[src/sv/lcd_two_wire_shift_writer_core_defines.svh]
// assertion helpers shared by the writer rtl
`ifndef LCD_TWO_WIRE_SHIFT_WRITER_CORE_DEFINES_SVH
`define LCD_TWO_WIRE_SHIFT_WRITER_CORE_DEFINES_SVH

// condition must hold at every edge out of reset
`define LCDSW_ASSERT_ALWAYS(label, cond, msg) \
    label: assert property (@(posedge clk) disable iff (!rst_n) (cond)) else $error(msg);

// antecedent implies consequent on the same edge
`define LCDSW_ASSERT_IMPLY(label, ante, cons, msg) \
    label: assert property (@(posedge clk) disable iff (!rst_n) (ante) |-> (cons)) \
        else $error(msg);

// antecedent implies consequent on the next edge
`define LCDSW_ASSERT_NEXT(label, ante, cons, msg) \
    label: assert property (@(posedge clk) disable iff (!rst_n) (ante) |=> (cons)) \
        else $error(msg);

`endif

[src/sv/lcdsw_pkg.sv]
package lcdsw_pkg;

    localparam int STEP_W = 6;

    // request codes
    localparam logic [2:0] CMD_TICK    = 3'd0;
    localparam logic [2:0] CMD_BYTE    = 3'd1;
    localparam logic [2:0] CMD_CHAR    = 3'd2;
    localparam logic [2:0] CMD_POS     = 3'd3;
    localparam logic [2:0] CMD_CHAR_AT = 3'd4;

    // configuration register indexes
    localparam logic [1:0] REG_STEP_TICKS        = 2'd0;
    localparam logic [1:0] REG_CMD_SETTLE_TICKS  = 2'd1;
    localparam logic [1:0] REG_DATA_SETTLE_STEPS = 2'd2;

    localparam logic [STEP_W-1:0] STEP_IDLE   = 6'd0;
    localparam logic [STEP_W-1:0] FIRST_CHANGE = 6'd1;
    localparam logic [STEP_W-1:0] LAST_CHANGE = 6'd33;
    localparam logic [STEP_W-1:0] GAP_PHASE   = 6'd34;

    localparam logic [7:0] ROW_BASE_0 = 8'h80;
    localparam logic [7:0] ROW_BASE_1 = 8'hC0;
    localparam logic [7:0] ROW_BASE_2 = 8'h94;
    localparam logic [7:0] ROW_BASE_3 = 8'hD4;

    typedef struct packed {
        logic clk;
        logic data;
    } pins_t;

    typedef struct packed {
        logic [STEP_W-1:0] step;
        logic              nibble_select;
        logic              select_bit;
        logic [7:0]        byte_held;
    } pin_ctl_t;

    function automatic logic [7:0] row_base(input logic [1:0] row);
        logic [7:0] base;
        case (row)
            2'd0:    base = ROW_BASE_0;
            2'd1:    base = ROW_BASE_1;
            2'd2:    base = ROW_BASE_2;
            default: base = ROW_BASE_3;
        endcase
        return base;
    endfunction

endpackage

[src/sv/lcdsw_pin_seq.sv]
module lcdsw_pin_seq (
    input  lcdsw_pkg::pin_ctl_t ctl,
    input  lcdsw_pkg::pins_t    pins_cur,
    output lcdsw_pkg::pins_t    pins_new
);
    import lcdsw_pkg::*;

    logic [3:0] nib;

    assign nib = ctl.nibble_select ? ctl.byte_held[3:0] : ctl.byte_held[7:4];

    always_comb
    begin
        pins_new = pins_cur;
        case (ctl.step) inside
            6'd1:                      pins_new.data = 1'b0;
            // six clear pulses: even steps raise clk, odd steps drop it
            [6'd2:6'd13]:              pins_new.clk  = ~ctl.step[0];
            6'd14:                     pins_new.data = 1'b1;
            6'd15, 6'd18:              pins_new.clk  = 1'b1;
            6'd16, 6'd19:              pins_new.clk  = 1'b0;
            6'd17:                     pins_new.data = ctl.select_bit;
            6'd20:                     pins_new.data = nib[3];
            6'd23:                     pins_new.data = nib[2];
            6'd26:                     pins_new.data = nib[1];
            6'd29:                     pins_new.data = nib[0];
            6'd21, 6'd24, 6'd27, 6'd30: pins_new.clk  = 1'b1;
            6'd22, 6'd25, 6'd28, 6'd31: pins_new.clk  = 1'b0;
            6'd32:                     pins_new.data = 1'b1;
            default:                   pins_new.data = 1'b0;
        endcase
    end

endmodule

[src/sv/lcd_two_wire_shift_writer_core.sv]
// channel | direction | handshake            | payload
// in      | input     | in_valid / in_stall  | cmd, value, row, col
// out     | output    | out_valid / out_stall| data_pin, clk_pin, busy_res, rejected
// cfg     | input     | wr_en                | wr_index, wr_data
//
// one beat in, one beat out; a new beat is taken every cycle while in_stall is low
// each in beat is one tick: the whole pin step is computed combinationally into the out register
// a pin change holds step_ticks beats (one if zero), settle waits share the tick counter
// in_stall is high only while a finished out beat is held by out_stall
// rst_n clears the sequencer to idle with both pins low and loads register defaults

`include "lcd_two_wire_shift_writer_core_defines.svh"

module lcd_two_wire_shift_writer_core #(
    parameter int unsigned WAIT_BITS = 16
) (
    input  logic        clk,
    input  logic        rst_n,
    input  logic        wr_en,
    input  logic [1:0]  wr_index,
    input  logic [15:0] wr_data,
    input  logic        in_valid,
    output logic        in_stall,
    input  logic [2:0]  cmd,
    input  logic [7:0]  value,
    input  logic [2:0]  row,
    input  logic [7:0]  col,
    output logic        out_valid,
    input  logic        out_stall,
    output logic        data_pin,
    output logic        clk_pin,
    output logic        busy_res,
    output logic        rejected
);
    import lcdsw_pkg::*;

    localparam int LEN_W = 16;

    logic [7:0]           step_ticks_reg;
    logic [15:0]          cmd_settle_ticks_reg;
    logic [3:0]           data_settle_steps_reg;

    logic [STEP_W-1:0]    step_index_reg, step_index_next;
    logic                 nibble_select_reg, nibble_select_next;
    logic [7:0]           byte_held_reg, byte_held_next;
    logic                 select_bit_reg, select_bit_next;
    logic                 char_pending_reg, char_pending_next;
    logic [7:0]           char_held_reg, char_held_next;
    logic [WAIT_BITS-1:0] wait_count_reg, wait_count_next;
    pins_t                pins_reg, pins_next, pins_applied;

    logic                 out_valid_reg;
    logic                 data_pin_reg, clk_pin_reg, busy_res_reg, rejected_reg;

    logic                 accept_in;
    logic                 req;
    logic                 busy;
    logic                 rej;
    logic                 do_adv;
    logic                 do_leave;
    logic                 do_start;
    logic                 enter;
    logic [7:0]           start_byte;
    logic                 start_sel;
    logic [7:0]           pos_byte;
    logic [7:0]           step_len;
    logic [11:0]          data_len;
    logic [LEN_W-1:0]     gap_len;
    logic                 gap_sat;
    logic [WAIT_BITS-1:0] gap_wait;
    logic [WAIT_BITS-1:0] step_wait;
    pin_ctl_t             pin_ctl;

    assign in_stall  = out_valid_reg & out_stall;
    assign accept_in = in_valid & ~in_stall;

    assign busy     = (step_index_reg != STEP_IDLE);
    assign pos_byte = row_base(row[1:0]) + col;

    // zero step length runs as one tick
    assign step_len  = (step_ticks_reg == 8'd0) ? 8'd1 : step_ticks_reg;
    assign step_wait = WAIT_BITS'(step_len - 8'd1);
    assign data_len  = 12'(data_settle_steps_reg) * 12'(step_len);

    always_comb
    begin
        if (!nibble_select_reg)
            gap_len = LEN_W'(step_len);
        else if (!select_bit_reg)
            gap_len = cmd_settle_ticks_reg;
        else
            gap_len = LEN_W'(data_len);
    end

    assign gap_sat  = (WAIT_BITS < LEN_W) && ((gap_len >> WAIT_BITS) != '0);
    assign gap_wait = gap_sat ? '1 : WAIT_BITS'(gap_len);

    always_comb
    begin
        step_index_next    = step_index_reg;
        nibble_select_next = nibble_select_reg;
        byte_held_next     = byte_held_reg;
        select_bit_next    = select_bit_reg;
        char_pending_next  = char_pending_reg;
        char_held_next     = char_held_reg;
        wait_count_next    = wait_count_reg;
        req        = cmd inside {[CMD_BYTE:CMD_CHAR_AT]};
        rej        = 1'b0;
        do_adv     = 1'b0;
        do_leave   = 1'b0;
        do_start   = 1'b0;
        enter      = 1'b0;
        start_byte = value;
        start_sel  = 1'b0;

        if (req && busy)
        begin
            rej    = 1'b1;
            do_adv = 1'b1;
        end
        else if (req)
        begin
            case (cmd)
                CMD_BYTE:
                begin
                    char_pending_next = 1'b0;
                    do_start          = 1'b1;
                end
                CMD_CHAR:
                begin
                    char_pending_next = 1'b0;
                    do_start          = 1'b1;
                    start_sel         = 1'b1;
                end
                CMD_POS:
                begin
                    if (row <= 3'd3)
                    begin
                        char_pending_next = 1'b0;
                        do_start          = 1'b1;
                        start_byte        = pos_byte;
                    end
                end
                default:
                begin
                    char_held_next = value;
                    do_start       = 1'b1;
                    if (row <= 3'd3)
                    begin
                        char_pending_next = 1'b1;
                        start_byte        = pos_byte;
                    end
                    else
                    begin
                        // bad row: character goes out at the current cursor
                        char_pending_next = 1'b0;
                        start_sel         = 1'b1;
                    end
                end
            endcase
        end
        else
        begin
            do_adv = 1'b1;
        end

        if (do_start)
        begin
            byte_held_next     = start_byte;
            select_bit_next    = start_sel;
            nibble_select_next = 1'b0;
            step_index_next    = FIRST_CHANGE;
            enter              = 1'b1;
        end

        if (do_adv && busy)
        begin
            if (wait_count_reg != '0)
                wait_count_next = wait_count_reg - 1'b1;
            else if (step_index_reg < LAST_CHANGE)
            begin
                step_index_next = step_index_reg + 1'b1;
                enter           = 1'b1;
            end
            else if (step_index_reg == LAST_CHANGE)
            begin
                step_index_next = GAP_PHASE;
                if (gap_len == '0)
                    do_leave = 1'b1;
                else
                    wait_count_next = gap_wait - 1'b1;
            end
            else
                do_leave = 1'b1;
        end

        if (do_leave)
        begin
            if (!nibble_select_reg)
            begin
                nibble_select_next = 1'b1;
                step_index_next    = FIRST_CHANGE;
                enter              = 1'b1;
            end
            else if (char_pending_reg)
            begin
                char_pending_next  = 1'b0;
                byte_held_next     = char_held_reg;
                select_bit_next    = 1'b1;
                nibble_select_next = 1'b0;
                step_index_next    = FIRST_CHANGE;
                enter              = 1'b1;
            end
            else
            begin
                step_index_next    = STEP_IDLE;
                nibble_select_next = 1'b0;
                wait_count_next    = '0;
            end
        end

        if (enter)
            wait_count_next = step_wait;
    end

    assign pin_ctl = '{
        step:          step_index_next,
        nibble_select: nibble_select_next,
        select_bit:    select_bit_next,
        byte_held:     byte_held_next
    };

    lcdsw_pin_seq u_pin_seq (
        .ctl      (pin_ctl),
        .pins_cur (pins_reg),
        .pins_new (pins_applied)
    );

    assign pins_next = enter ? pins_applied : pins_reg;

    always_ff @(posedge clk or negedge rst_n)
    begin
        if (!rst_n)
        begin
            step_ticks_reg        <= 8'd1;
            cmd_settle_ticks_reg  <= 16'd5000;
            data_settle_steps_reg <= 4'd2;
        end
        else if (wr_en)
        begin
            case (wr_index)
                REG_STEP_TICKS:        step_ticks_reg        <= wr_data[7:0];
                REG_CMD_SETTLE_TICKS:  cmd_settle_ticks_reg  <= wr_data;
                REG_DATA_SETTLE_STEPS: data_settle_steps_reg <= wr_data[3:0];
                default:               ;
            endcase
        end
    end

    always_ff @(posedge clk or negedge rst_n)
    begin
        if (!rst_n)
        begin
            step_index_reg    <= STEP_IDLE;
            nibble_select_reg <= 1'b0;
            byte_held_reg     <= 8'd0;
            select_bit_reg    <= 1'b0;
            char_pending_reg  <= 1'b0;
            char_held_reg     <= 8'd0;
            wait_count_reg    <= '0;
            pins_reg          <= '0;
        end
        else if (accept_in)
        begin
            step_index_reg    <= step_index_next;
            nibble_select_reg <= nibble_select_next;
            byte_held_reg     <= byte_held_next;
            select_bit_reg    <= select_bit_next;
            char_pending_reg  <= char_pending_next;
            char_held_reg     <= char_held_next;
            wait_count_reg    <= wait_count_next;
            pins_reg          <= pins_next;
        end
    end

    always_ff @(posedge clk or negedge rst_n)
    begin
        if (!rst_n)
            out_valid_reg <= 1'b0;
        else if (accept_in)
            out_valid_reg <= 1'b1;
        else if (!out_stall)
            out_valid_reg <= 1'b0;
    end

    // out beat payload
    always_ff @(posedge clk)
    begin
        if (accept_in)
        begin
            data_pin_reg <= pins_next.data;
            clk_pin_reg  <= pins_next.clk;
            busy_res_reg <= (step_index_next != STEP_IDLE);
            rejected_reg <= rej;
        end
    end

    assign out_valid = out_valid_reg;
    assign data_pin  = data_pin_reg;
    assign clk_pin   = clk_pin_reg;
    assign busy_res  = busy_res_reg;
    assign rejected  = rejected_reg;

    `LCDSW_ASSERT_ALWAYS(a_step_range, step_index_reg <= GAP_PHASE, "step index out of range")
    `LCDSW_ASSERT_IMPLY(a_idle_clean, step_index_reg == STEP_IDLE, (wait_count_reg == '0) && !nibble_select_reg, "idle with leftover wait or nibble")
    `LCDSW_ASSERT_IMPLY(a_pending_pos, char_pending_reg, !select_bit_reg && (step_index_reg != STEP_IDLE), "pending char outside a position byte")
    `LCDSW_ASSERT_NEXT(a_idle_tick_pins, accept_in && (step_index_reg == STEP_IDLE) && !req, pins_reg == $past(pins_reg), "pins moved on an idle tick")

endmodule
[config.mk]
export PLATFORM = sky130hd
export DESIGN_NAME = lcd_two_wire_shift_writer_core
export DESIGN_NICKNAME = d
export VERILOG_FILES = /design/src/sv/lcdsw_pkg.sv /design/src/sv/lcdsw_pin_seq.sv /design/src/sv/lcd_two_wire_shift_writer_core.sv
export VERILOG_INCLUDE_DIRS = /design/src /design/src/sv
export SDC_FILE = /design/constraint.sdc
export NUM_CORES = 1
export LEC_CHECK = 0
export BUFFER_PORTS_ARGS = -buffer_cell sky130_fd_sc_hd__buf_2
export CORE_ASPECT_RATIO = 0.9
export CORE_MARGIN = 2
export CORE_UTILIZATION = 40
export DETAILED_ROUTE_END_ITERATION = 8
export PLACE_DENSITY_LB_ADDON = 0.12
export SLEW_MARGIN = 20
export SYNTH_ARGS = -nofsm -noshare
export SYNTH_HDL_FRONTEND = slang
export SYNTH_SLANG_ARGS = --single-unit
[constraint.sdc]
create_clock -name clk -period 6.3 [get_ports clk]
set_input_delay 0.315 -clock clk [delete_from_list [all_inputs] [get_ports clk]]
set_output_delay 0.315 -clock clk [all_outputs]
set_load 0.1 [all_outputs]
==> out/qor.yml, run 1 <==
antenna_found_initial: 0
outcome: "finished clean"
grt_util_all_layers_pct: 23.6
synth_nets: 915
max_stage_delay_ps: 600
preCtsSetupSlack_ps: 443
finalSetupTns_ps: 0
dpl.hpwl_um: 15500
vdd_drop_max_v: 0.000198
cp_max_fo: 14
route.detailed.drc: 0
total_power_mw: 2.66
rows: 45
synth_top_area_share_pct: 23.5
multi_input_area_um2: 4670
clockBufferDepth: 2
clk_pin_slew_ps: 70
rsz0062_at_grt: "false"
final_hold_viol_count: 0
dr_wl_met2_um: 8880
fp.coreArea_um2: 16900
grt_remaining_overflow: 0
postPlaceCellArea_um2: 7360
wl_met1_um: 10600
highest_layer: "met4"
diodes: 0
synth.distinct_cells: 92
dpl.cell_count: 1063
fin_crit_sh_pct: 94.1
htreeDepth: 3
worst_pin_slew_ps: 1030
die_h_um: 129
cts_tree: "built"
final_cells: 1079
synth-seq-cells: 76
cts_root_buf: "clkbuf_16"
critPathCaptureType: "flop"
insertion_delay_ps: 350
start_kind: "flop"
crit_slowest_cell: "fa_1"
power_leakage_nw: 3.20
ys_seq_area_share_pct: 27.9
wl_per_cell_um: 19.4
die_area_um2: 18400
cts_sinks: 76
synth_area_leader_cell: "dfrtp_1"
cp.arrival_ps: 6100
ant_nets: 0
timing.final.ws_setup_ps: 372
die_x_um: 143
crit_chain: "nor3_1 -> a31oi_1 -> nand2b_1 -> fa_1 -> fa_1 -> inv_1 -> ha_1 -> a211oi_1 -> o21a_1 -> nor4_1 -> nor3_1 -> buf_4 -> and4_1 -> a41oi_2 -> and2_4 -> or4_4 -> o211ai_2 -> nor3b_1 -> o41ai_2"
drive_gt1_share_pct: 17.9
avgSynthCellArea_um2: 8.34
routabilityCongestion: 0.890
netlist_area_um2: 6930
p_per_area_nw_per_um2: 348
critPathRequiredTime_ps: 6480
synth_edf_count: 4
hold_slack_ps: 123
grt_pass1_wl_um: 34000
skew_ps: 8.50
dr.pass1.iters: 6
cts_setup_buffers: 0
maxSlewHeadroom_pct: 31.4
maxSlewViolCount: 0
ys.flop_type: "dfrtp_1"
via_per_inst: 6.06
criticalPathCategory: "flop to flop"
syn2layout_area_growth_pct: 10.4
grt_pass1_vias: 6307
cts_buffers: 9
grt_start_max_net_pins: 73
wl_met3_um: 1100
period_minus_slack_ps: 5930
finalInstanceArea_um2: 7640
cap_violations: 0
drt-total-wl_um: 20900
setup_violations: 0
seq_area_um2: 1930
netlist_top_cells_area: "dfrtp_1 23%, mux2_2 6.5%, nand2_1 5.5%"
vias: 6541
final_nets: 948
initial_core_util_pct: 41.0
nFillCells: 1723
hp-class: "input port to async pin"
syn_inst: 830
io_pins: 51
port_buffers: 50
drt-initial-drc-count: 802
fmax_mhz: 169
ys_warn_count: 0
async_flop_share_pct: 94.7
fin_util_pct: 45.2
layout make-up:
| cell class | count | area share, % |
|---|---|---|
| well taps | 211 | 3.45 |
| clock inverters | 6 | 0.639 |
| clock buffers | 10 | 3.00 |
| inverters | 37 | 1.82 |
| multi-input cells | 674 | 61.1 |
| flip-flops and latches | 76 | 25.3 |
| repair buffers | 65 | 4.78 |
cell families after synthesis:
group                      synth area share, %
xor gates and xnor gates                  4.03
buffers and inverters                     4.79
adders and majority gates                 8.53
DFF                                       27.9
AOI/OAI and AO/OA                         22.4
muxes                                     9.58
and+or+nand+nor                           22.8
worst max-delay path, delay by kind of cell, from the launching register on:
family | cells | cell delay (ps)
AO/OA/AOI/OAI | 6 | 1550
flip-flops | 1 | 500
buffers and inverters | 2 | 210
adder cells (fa/ha/maj) | 3 | 1400
AND/OR/NAND/NOR | 8 | 2080
power breakdown:
group | total [mW] | switching [mW] | internal [mW]
registers | 0.851 | 0.200 | 0.651
logic | 1.30 | 0.789 | 0.511
clock network | 0.505 | 0.235 | 0.270
cells in the final DEF (no fill, tap or decap), types with 17 or more instances in the layout:
cell / n
nor2_1: 69
mux2_2: 40
nand2_1: 100
dfrtp_1: 65
ha_1: 28
and2_1: 19
nor3_1: 22
a21oi_1: 57
o21ai_0: 63
nand3_1: 17
xnor2_1: 17
inv_1: 35
buf_2: 49
mux2i_1: 19
repair_timing:
item | CTS | global route
gates resized for setup | 0 | 1
hold buffers | 0 | 0
setup endpoints to repair | 0 | 1
metal layers:
metal / up-vias / track usage [%]
met5: - / 0
met4: 0 / 6.23
met3: 25 / 3.94
met2: 228 / 34.2
met1: 3200 / 36.3
li1: 3088 / -
synthesized netlist by cell type, types with 9 or more instances:
library cell	count
ha_1	28
mux2i_1	19
o21ai_0	63
o31ai_1	9
and3_1	9
xor2_1	13
inv_1	35
fa_1	12
xnor2_1	17
nor2_1	69
clkbuf_1	30
nand3_1	17
o211ai_1	9
nand4_1	9
dfrtp_1	65
mux2_2	40
a21oi_1	57
and2_1	19
nor3_1	22
nand2_1	101
path summary, 6_finish.rpt:
kind                                                from                             to  slack, ps  cells after the start
min reg2reg                 byte_held_reg[5]$_DFFE_PN0P_   byte_held_reg[5]$_DFFE_PN0P_        480                      2
min                                                rst_n  wait_count_reg[8]$_DFFE_PN0P_        120                      1
min in group clk                                in_valid          out_valid$_DFFE_PN0P_        160                      2
max in group asynchronous                          rst_n   char_pending_reg$_DFFE_PN0P_       5550                      1
max                        step_ticks_reg[4]$_DFFE_PN0P_              clk_pin$_DFFE_PP_        370                     19
max reg2reg                step_ticks_reg[4]$_DFFE_PN0P_              clk_pin$_DFFE_PP_        370                     19
Power figures use the tool's default switching activity.
==> run 2: changes to the inputs <==
--- a/config.mk
+++ b/config.mk
@@ -11,8 +11,9 @@
 export CORE_MARGIN = 2
 export CORE_UTILIZATION = 40
 export DETAILED_ROUTE_END_ITERATION = 8
-export PLACE_DENSITY_LB_ADDON = 0.12
+export PLACE_DENSITY = 0.55
 export SLEW_MARGIN = 20
 export SYNTH_ARGS = -nofsm -noshare
 export SYNTH_HDL_FRONTEND = slang
+export SYNTH_HIERARCHICAL = 1
 export SYNTH_SLANG_ARGS = --single-unit
==> out/qor.yml, run 2 <==
final_hold_viol_count: 0  # unchanged
yosysMostFrequentCell: "nand2_1"  # unchanged
reg2regPathDepth: 22  # was 19
skew_ps: 9.17  # was 8.50 ps
routabilityCongestion: 0.899  # was 0.890
cp.arrival_ps: 6160  # was 6100 ps
critPathRequiredTime_ps: 6530  # was 6480 ps
total_power_mw: 2.63  # was 2.66 mW
htreeDepth: 3  # unchanged
netlist_area_um2: 6730  # was 6930 um^2
cts_root_buf: "clkbuf_16"  # unchanged
worst_pin_slew_ps: 945  # was 1030 ps
cts_tree: "built"  # unchanged
max_stage_delay_ps: 530  # was 600 ps
initial_core_util_pct: 41.3  # was 41.0%
ys_warn_count: 6  # was 0
cts_buffers: 9  # unchanged
cp_top_family: "adder cells"  # was simple AND/OR/NAND/NOR gates
route.detailed.drc: 0  # unchanged
syn2layout_area_growth_pct: 14.5  # was 10.4%
rsz0062_at_grt: "false"  # unchanged
ant_nets: 0  # unchanged
r2r-start: "step_ticks_reg[4]$_DFFE_PN0P_"  # unchanged
synth_common_cells: "86 x nand2_1, 65 x dfrtp_1, 59 x nor2_1"  # was 101 x nand2_1, 69 x nor2_1, 65 x dfrtp_1
fin_util_pct: 47.3  # was 45.2%
netlist_top_cells_area: "dfrtp_1 24%, mux2_2 7.2%, ha_1 5.0%"  # was dfrtp_1 23%, mux2_2 6.5%, nand2_1 5.5%
drt-initial-drc-count: 479  # was 802
synth_nets: 856  # was 915
insertion_delay_ps: 350  # about the same
r2r_end: "pins_reg[0]$_DFFE_PN0P_"  # was clk_pin$_DFFE_PP_
cap_violations: 0  # unchanged
ys_seq_area_share_pct: 28.7  # was 27.9%
hp-class: "input port to async pin"  # unchanged
grt_util_all_layers_pct: 21.2  # was 23.6%
die_area_um2: 17900  # was 18400 um^2
via_per_inst: 5.84  # was 6.06
vias: 6094  # was 6541
rows: 44  # was 45
syn_inst: 772  # was 830
rrSetupSlack_ps: 370  # about the same
drive_gt1_share_pct: 24.4  # was 17.9%
outcome: "finished clean"  # unchanged
cts_sinks: 76  # unchanged
drt-total-wl_um: 18300  # was 20900 um
criticalPathCategory: "flop to flop"  # unchanged
grt_start_max_net_pins: 73  # unchanged
async_flop_share_pct: 94.7  # unchanged
port_buffers: 50  # unchanged
synth-seq-cells: 76  # unchanged
cp_max_fo: 12  # was 14
p_per_area_nw_per_um2: 341  # was 348 nW/um^2
ys.flop_type: "dfrtp_1"  # unchanged
clk_pin_slew_ps: 60  # was 70 ps
grt_pass1_wl_um: 30600  # was 34000 um
maxSlewViolCount: 0  # unchanged
fmax_mhz: 169  # about the same
mostFrequentLayoutCells: "86 x nand2_1, 65 x dfrtp_1, 58 x nor2_1, 54 x a21oi_1, 49 x buf_2"  # was 100 x nand2_1, 69 x nor2_1, 65 x dfrtp_1, 63 x o21ai_0, 57 x a21oi_1
crit_buf_inv: 1  # was 2
start_kind: "flop"  # unchanged
period_minus_slack_ps: 5930  # about the same
fp.coreArea_um2: 16300  # was 16900 um^2
timing.final.ws_setup_ps: 371  # was 372 ps
maxSlewHeadroom_pct: 37.0  # was 31.4%
final_nets: 916  # was 948
diodes: 0  # unchanged
dpl.cell_count: 1028  # was 1063
wl_per_cell_um: 17.5  # was 19.4 um
critPathCaptureType: "flop"  # unchanged
dr.pass1.iters: 5  # was 6
grt_remaining_overflow: 0  # unchanged
final_common_cell: "nand2_1"  # unchanged
crit_slowest_cell: "fa_1"  # unchanged
avgSynthCellArea_um2: 8.72  # was 8.34 um^2
synth_area_leader_cell: "dfrtp_1"  # unchanged
die_h_um: 127  # was 129 um
crit_chain: "nor4_4 -> a21o_1 -> nand2_1 -> fa_1 -> fa_1 -> fa_1 -> nor2b_1 -> o2111ai_1 -> a21bo_2 -> a32oi_1 -> and4b_1 -> nand4_2 -> a211oi_4 -> buf_4 -> o21ai_0 -> mux2_2 -> nor4_1 -> o32ai_1 -> nand3_2 -> o211ai_2 -> mux2_2 -> mux2_2"  # was nor3_1 -> a31oi_1 -> nand2b_1 -> fa_1 -> fa_1 -> inv_1 -> ha_1 -> a211oi_1 -> o21a_1 -> nor4_1 -> nor3_1 -> buf_4 -> and4_1 -> a41oi_2 -> and2_4 -> or4_4 -> o211ai_2 -> nor3b_1 -> o41ai_2
final_cells: 1044  # was 1079
io_pins: 51  # unchanged
synth_top_area_share_pct: 24.2  # was 23.5%
hold_slack_ps: 106  # was 123 ps
grt_pass1_vias: 5822  # was 6307
synth_edf_count: 4  # unchanged
antenna_found_initial: 0  # unchanged
vdd_drop_max_v: 0.000178  # was 0.000198 V
synth.distinct_cells: 96  # was 92
fin_crit_sh_pct: 94.1  # about the same
power_leakage_nw: 3.30  # was 3.20 nW
dpl.hpwl_um: 13900  # was 15500 um
die_x_um: 141  # was 143 um
setup_violations: 0  # unchanged
clockBufferDepth: 2  # unchanged
preCtsSetupSlack_ps: -48.1  # was 443 ps
[run 2: cell count changes after synthesis, sizes merged, moves of 6 or more]
cell,change
a41oi,-7
nand2,-14
and3,-6
a21o,+8
o21ai,-29
clkbuf,-6
o2bb2ai,+6
nor2,-10
[run 2: metal layers]
metal / wire [um] / track usage (%) / vias to the layer above / part of all wire, %
met5: 0 / 0 / - / 0
met4: 203 / 4.94 / 0 / 1.1
met3: 861 / 3.07 / 13 / 4.7
met2: 7770 / 31.6 / 158 / 42
met1: 9460 / 32.5 / 2975 / 52
li1: - / - / 2948 / -
[run 2: cell type report]
type / instances / area [um^2]
Sequential cell: 76 / 1930
Multi-Input combinational cell: 618 / 4510
Timing Repair Buffer: 91 / 561
Fill cell: 1572 / 8590
Clock inverter: 7 / 83.8
Inverter: 36 / 136
Clock buffer: 9 / 225
Tap cell: 207 / 259
[run 2: worst max-delay path by stage]
stage	from	end	slack (ps)	cells after the start
after floorplan	step_ticks_reg[4]$_DFFE_PN0P_	pins_reg[0]$_DFFE_PN0P_	50	25
after global placement	step_ticks_reg[4]$_DFFE_PN0P_	pins_reg[0]$_DFFE_PN0P_	80	23
after detailed placement	step_ticks_reg[4]$_DFFE_PN0P_	pins_reg[0]$_DFFE_PN0P_	-50	23
after CTS	step_ticks_reg[4]$_DFFE_PN0P_	pins_reg[1]$_DFFE_PN0P_	20	23
after global routing	step_ticks_reg[4]$_DFFE_PN0P_	pins_reg[0]$_DFFE_PN0P_	40	23
final	step_ticks_reg[4]$_DFFE_PN0P_	pins_reg[0]$_DFFE_PN0P_	370	22
[run 2: cell families (layout without fill, tap and decap cells)]
| family | after synthesis | after routing | share of synthesized area (%) |
|---|---|---|---|
| AOI/OAI and AO/OA | 210 | 210 | 21.6 |
| xor gates and xnor gates | 25 | 25 | 3.25 |
| adders and majority gates | 39 | 39 | 8.59 |
| buffers and inverters | 78 | 143 | 5.48 |
| DFF | 76 | 76 | 28.7 |
| muxes | 61 | 61 | 10.4 |
| and+or+nand+nor | 283 | 283 | 22.0 |
[run 2: power breakdown]
part	internal [mW]	switching, mW	leakage, nW	total (mW)
logic	0.582	0.741	2.26	1.32
registers	0.627	0.140	0.896	0.767
clock network	0.313	0.228	0.148	0.541
total	1.52	1.11	3.30	2.63
[run 2: worst reg2reg max path, stage by stage, from the launching register on]
cell       delay, ps
dfrtp_1          400
nor4_4           300
a21o_1           160
nand2_1           80
fa_1             520
fa_1             530
fa_1             480
nor2b_1          200
o2111ai_1        160
a21bo_2          230
a32oi_1          230
and4b_1          290
nand4_2          180
a211oi_4         360
buf_4            250
o21ai_0          110
mux2_2           280
nor4_1           170
o32ai_1          160
nand3_2          110
o211ai_2          80
mux2_2           280
mux2_2           260
[run 2: timing repair]
action	CTS	global route
gates resized for setup	1	17
hold buffers	0	0
endpoints found under the setup margin	1	4
cloned	0	0
buffers inserted	0	0
pin swaps	0	1
[run 2: metrics by stage]
| step | TNS (ps) | cell area [um^2] |
|---|---|---|
| after floorplan | 0 | 6730 |
| after global placement | 0 | 7320 |
| after detailed placement | -48.1 | 7320 |
| after CTS | 0 | 7630 |
| after global routing | 0 | 7710 |
| final | 0 | 7710 |
==> run 3: changes to the inputs <==
--- a/config.mk
+++ b/config.mk
@@ -6,6 +6,7 @@
 export SDC_FILE = /design/constraint.sdc
 export NUM_CORES = 1
 export LEC_CHECK = 0
+export ABC_AREA = 1
 export BUFFER_PORTS_ARGS = -buffer_cell sky130_fd_sc_hd__buf_2
 export CORE_ASPECT_RATIO = 0.9
 export CORE_MARGIN = 2
@@ -15,5 +16,4 @@
 export SLEW_MARGIN = 20
 export SYNTH_ARGS = -nofsm -noshare
 export SYNTH_HDL_FRONTEND = slang
-export SYNTH_HIERARCHICAL = 1
 export SYNTH_SLANG_ARGS = --single-unit
==> constraint.sdc (replaced) <==
create_clock -name clk -period 6.3 [get_ports clk]
set_input_delay 0 -clock clk [delete_from_list [all_inputs] [get_ports clk]]
set_output_delay 0 -clock clk [all_outputs]
set_load 0.1 [all_outputs]
==> out/qor.yml, run 3 <==
mostFrequentLayoutCells: "323 x nand2_1, 146 x inv_1, 78 x nor2_1, 72 x o21ai_0"  # was 86 x nand2_1, 65 x dfrtp_1, 58 x nor2_1, 54 x a21oi_1, 49 x buf_2
finalSetupTns_ps: 0  # unchanged
diodes: 0  # unchanged
seq_area_um2: 1930  # unchanged
grt_start_max_net_pins: 73  # unchanged
critPathCaptureType: "flop"  # unchanged
via_per_inst: 5.07  # was 5.84
outcome: "finished clean"  # unchanged
r2r_end: "data_pin$_DFFE_PP_"  # was pins_reg[0]$_DFFE_PN0P_
worst_pin_slew_ps: 991  # was 945 ps
cp.arrival_ps: 5420  # was 6160 ps
clockBufferDepth: 2  # unchanged
synth-seq-cells: 76  # unchanged
drive_gt1_share_pct: 12.9  # was 24.4%
hold_path_depth: 3
antenna_found_initial: 0  # unchanged
hold_path_end: "data_settle_steps_reg[1]$_DFFE_PN1P_"
vdd_drop_max_v: 0.000200  # was 0.000178 V
cts_root_buf: "clkbuf_16"  # unchanged
cts_tree: "built"  # unchanged
crit_slowest_cell: "fa_1"  # unchanged
nFillCells: 1784  # was 1572
grt_util_all_layers_pct: 22.8  # was 21.2%
synth_top_area_share_pct: 23.3  # was 24.2%
grt_pass1_wl_um: 33200  # was 30600 um
syn2layout_area_growth_pct: 14.0  # was 14.5%
cap_violations: 0  # unchanged
hold_start: "wr_en"
dpl.hpwl_um: 15000  # was 13900 um
cts_sinks: 76  # unchanged
preCtsSetupSlack_ps: 1080  # was -48.1 ps
synth_edf_count: 4  # unchanged
grt_remaining_overflow: 0  # unchanged
critPathRequiredTime_ps: 6400  # was 6530 ps
fp.coreArea_um2: 16900  # was 16300 um^2
fin_util_pct: 46.9  # was 47.3%
ys.flop_type: "dfrtp_1"  # unchanged
power_leakage_nw: 4.12  # was 3.30 nW
ys_warn_count: 0  # was 6
yosysMostFrequentCell: "nand2_1"  # unchanged
cts_setup_buffers: 0  # unchanged
r2r-start: "step_ticks_reg[2]$_DFFE_PN0P_"  # was step_ticks_reg[4]$_DFFE_PN0P_
final_nets: 1192  # was 916
vias: 6833  # was 6094
hp-class: "input port to flop"  # was input port to async pin
final_common_cell: "nand2_1"  # unchanged
fin_crit_sh_pct: 84.6  # was 94.1%
rows: 45  # was 44
skew_ps: 8.13  # was 9.17 ps
avgSynthCellArea_um2: 6.62  # was 8.72 um^2
port_buffers: 50  # unchanged
maxSlewViolCount: 0  # unchanged
io_pins: 51  # unchanged
wl_per_cell_um: 14.8  # was 17.5 um
route.detailed.drc: 0  # unchanged
ant_nets: 0  # unchanged
initial_core_util_pct: 41.1  # was 41.3%
maxSlewHeadroom_pct: 33.8  # was 37.0%
dr.pass1.iters: 5  # unchanged
die_x_um: 143  # was 141 um
syn_inst: 1053  # was 772
postPlaceCellArea_um2: 7370  # was 7320 um^2
hold_slack_ps: 45.9  # was 106 ps
synth.distinct_cells: 53  # was 96
drt-initial-drc-count: 449  # was 479
final_hold_viol_count: 0  # unchanged
insertion_delay_ps: 350  # about the same
crit_buf_inv: 2  # was 1
cp_max_fo: 13  # was 12
criticalPathCategory: "flop to flop"  # unchanged
max_stage_delay_ps: 530  # about the same
clk_pin_slew_ps: 70  # was 60 ps
rrSetupSlack_ps: 970  # was 370 ps
timing.final.ws_setup_ps: 973  # was 371 ps
async_flop_share_pct: 94.7  # unchanged
netlist_top_cells_area: "dfrtp_1 23%, nand2_1 17%, inv_1 7.9%"  # was dfrtp_1 24%, mux2_2 7.2%, ha_1 5.0%
reg2regPathDepth: 29  # was 22
drt-total-wl_um: 20000  # was 18300 um
cts_resized: 0  # was 1
die_area_um2: 18500  # was 17900 um^2
ys_seq_area_share_pct: 27.7  # was 28.7%
cts_buffers: 9  # unchanged
fmax_mhz: 188  # was 169 MHz
die_h_um: 129  # was 127 um
netlist_area_um2: 6970  # was 6730 um^2
htreeDepth: 3  # unchanged
p_per_area_nw_per_um2: 322  # was 341 nW/um^2
multi_input_area_um2: 4270  # was 4510 um^2
crit_top_cell: "nand2_1"
synth_nets: 1138  # was 856
grt_pass1_vias: 6322  # was 5822
period_minus_slack_ps: 5330  # was 5930 ps
start_kind: "flop"  # unchanged
synth_area_leader_cell: "dfrtp_1"  # unchanged
rsz0062_at_grt: "false"  # unchanged
finalInstanceArea_um2: 7950  # was 7710 um^2
cp_top_family: "simple AND/OR/NAND/NOR gates"  # was adder cells
setup_violations: 0  # unchanged
synth_common_cells: "323 x nand2_1, 146 x inv_1, 79 x nor2_1"  # was 86 x nand2_1, 65 x dfrtp_1, 59 x nor2_1
routabilityCongestion: 0.957  # was 0.899
==> run 3: cell count changes after synthesis, moves of 21 or more <==
cell	before	now
inv_1	34	146
a21oi_1	55	34
mux2_2	43	7
nand2_1	86	323
o21ai_0	34	72
nand3_1	16	65
==> run 3: how the worst max path moves through the flow <==
stage | start | to | cells past startpoint
5_1_grt | step_ticks_reg[2]$_DFFE_PN0P_ | data_pin$_DFFE_PP_ | 31
6_report | step_ticks_reg[2]$_DFFE_PN0P_ | data_pin$_DFFE_PP_ | 29
2_1_floorplan | step_ticks_reg[2]$_DFFE_PN0P_ | data_pin$_DFFE_PP_ | 31
4_1_cts | step_ticks_reg[5]$_DFFE_PN0P_ | data_pin$_DFFE_PP_ | 29
3_5_place_dp | step_ticks_reg[5]$_DFFE_PN0P_ | data_pin$_DFFE_PP_ | 29
3_3_place_gp | step_ticks_reg[5]$_DFFE_PN0P_ | clk_pin$_DFFE_PP_ | 27
==> run 3: area by class of cell <==
class                   instances  area share [%]
multi-input cells             781            53.8
inverters                     158            7.46
clock buffers                   9            2.83
repair buffers                 81            7.01
clock inverters                 7           0.929
flip-flops and latches         76            24.3
well taps                     235            3.70
==> run 3: per-layer routing <==
layer	up-vias	part of all wire, %	GRT usage [%]
li1	3497	-	-
met2	165	40	33.1
met5	-	0	0
met1	3156	54	35.3
met4	0	1.2	4.83
met3	15	4.4	3.77
==> run 3: kinds of logic after synthesis <==
family,after synthesis,share of synthesized area [%]
AO/OA/AOI/OAI,166,14.0
buffers and inverters,196,11.1
AND/OR/NAND/NOR,545,34.7
multiplexers,7,1.13
XOR/XNOR,23,2.89
flip-flops,76,27.7
adder cells (fa/ha/maj),40,8.47
==> run 3: worst register-to-register path: cells and delay by family, from the launching register on <==
family | cells | cell delay, ps
AOI/OAI and AO/OA | 3 | 570
adders and majority gates | 3 | 1490
buffers and inverters | 2 | 170
DFF | 1 | 480
and+or+nand+nor | 21 | 2360
==> run 3: repair_timing <==
item | in CTS | in global routing
setup endpoints to repair | 0 | 0
endpoints found under the hold margin | 102 | 0
hold buffers | 27 | 0
==> run 3: report_power, final <==
| group | total (mW) | switching [mW] | internal (mW) |
|---|---|---|---|
| Sequential | 0.807 | 0.160 | 0.647 |
| Combinational | 1.21 | 0.786 | 0.428 |
| Clock | 0.539 | 0.257 | 0.282 |
| Total | 2.56 | 1.20 | 1.36 |
==> run 3: stage by stage <==
step	std cells	power (mW)
2_1_floorplan	1053	1.71
5_1_grt	1347	2.79
4_1_cts	1347	2.57
3_5_place_dp	1304	2.00
3_3_place_gp	1304	2.00
6_report	1347	2.56
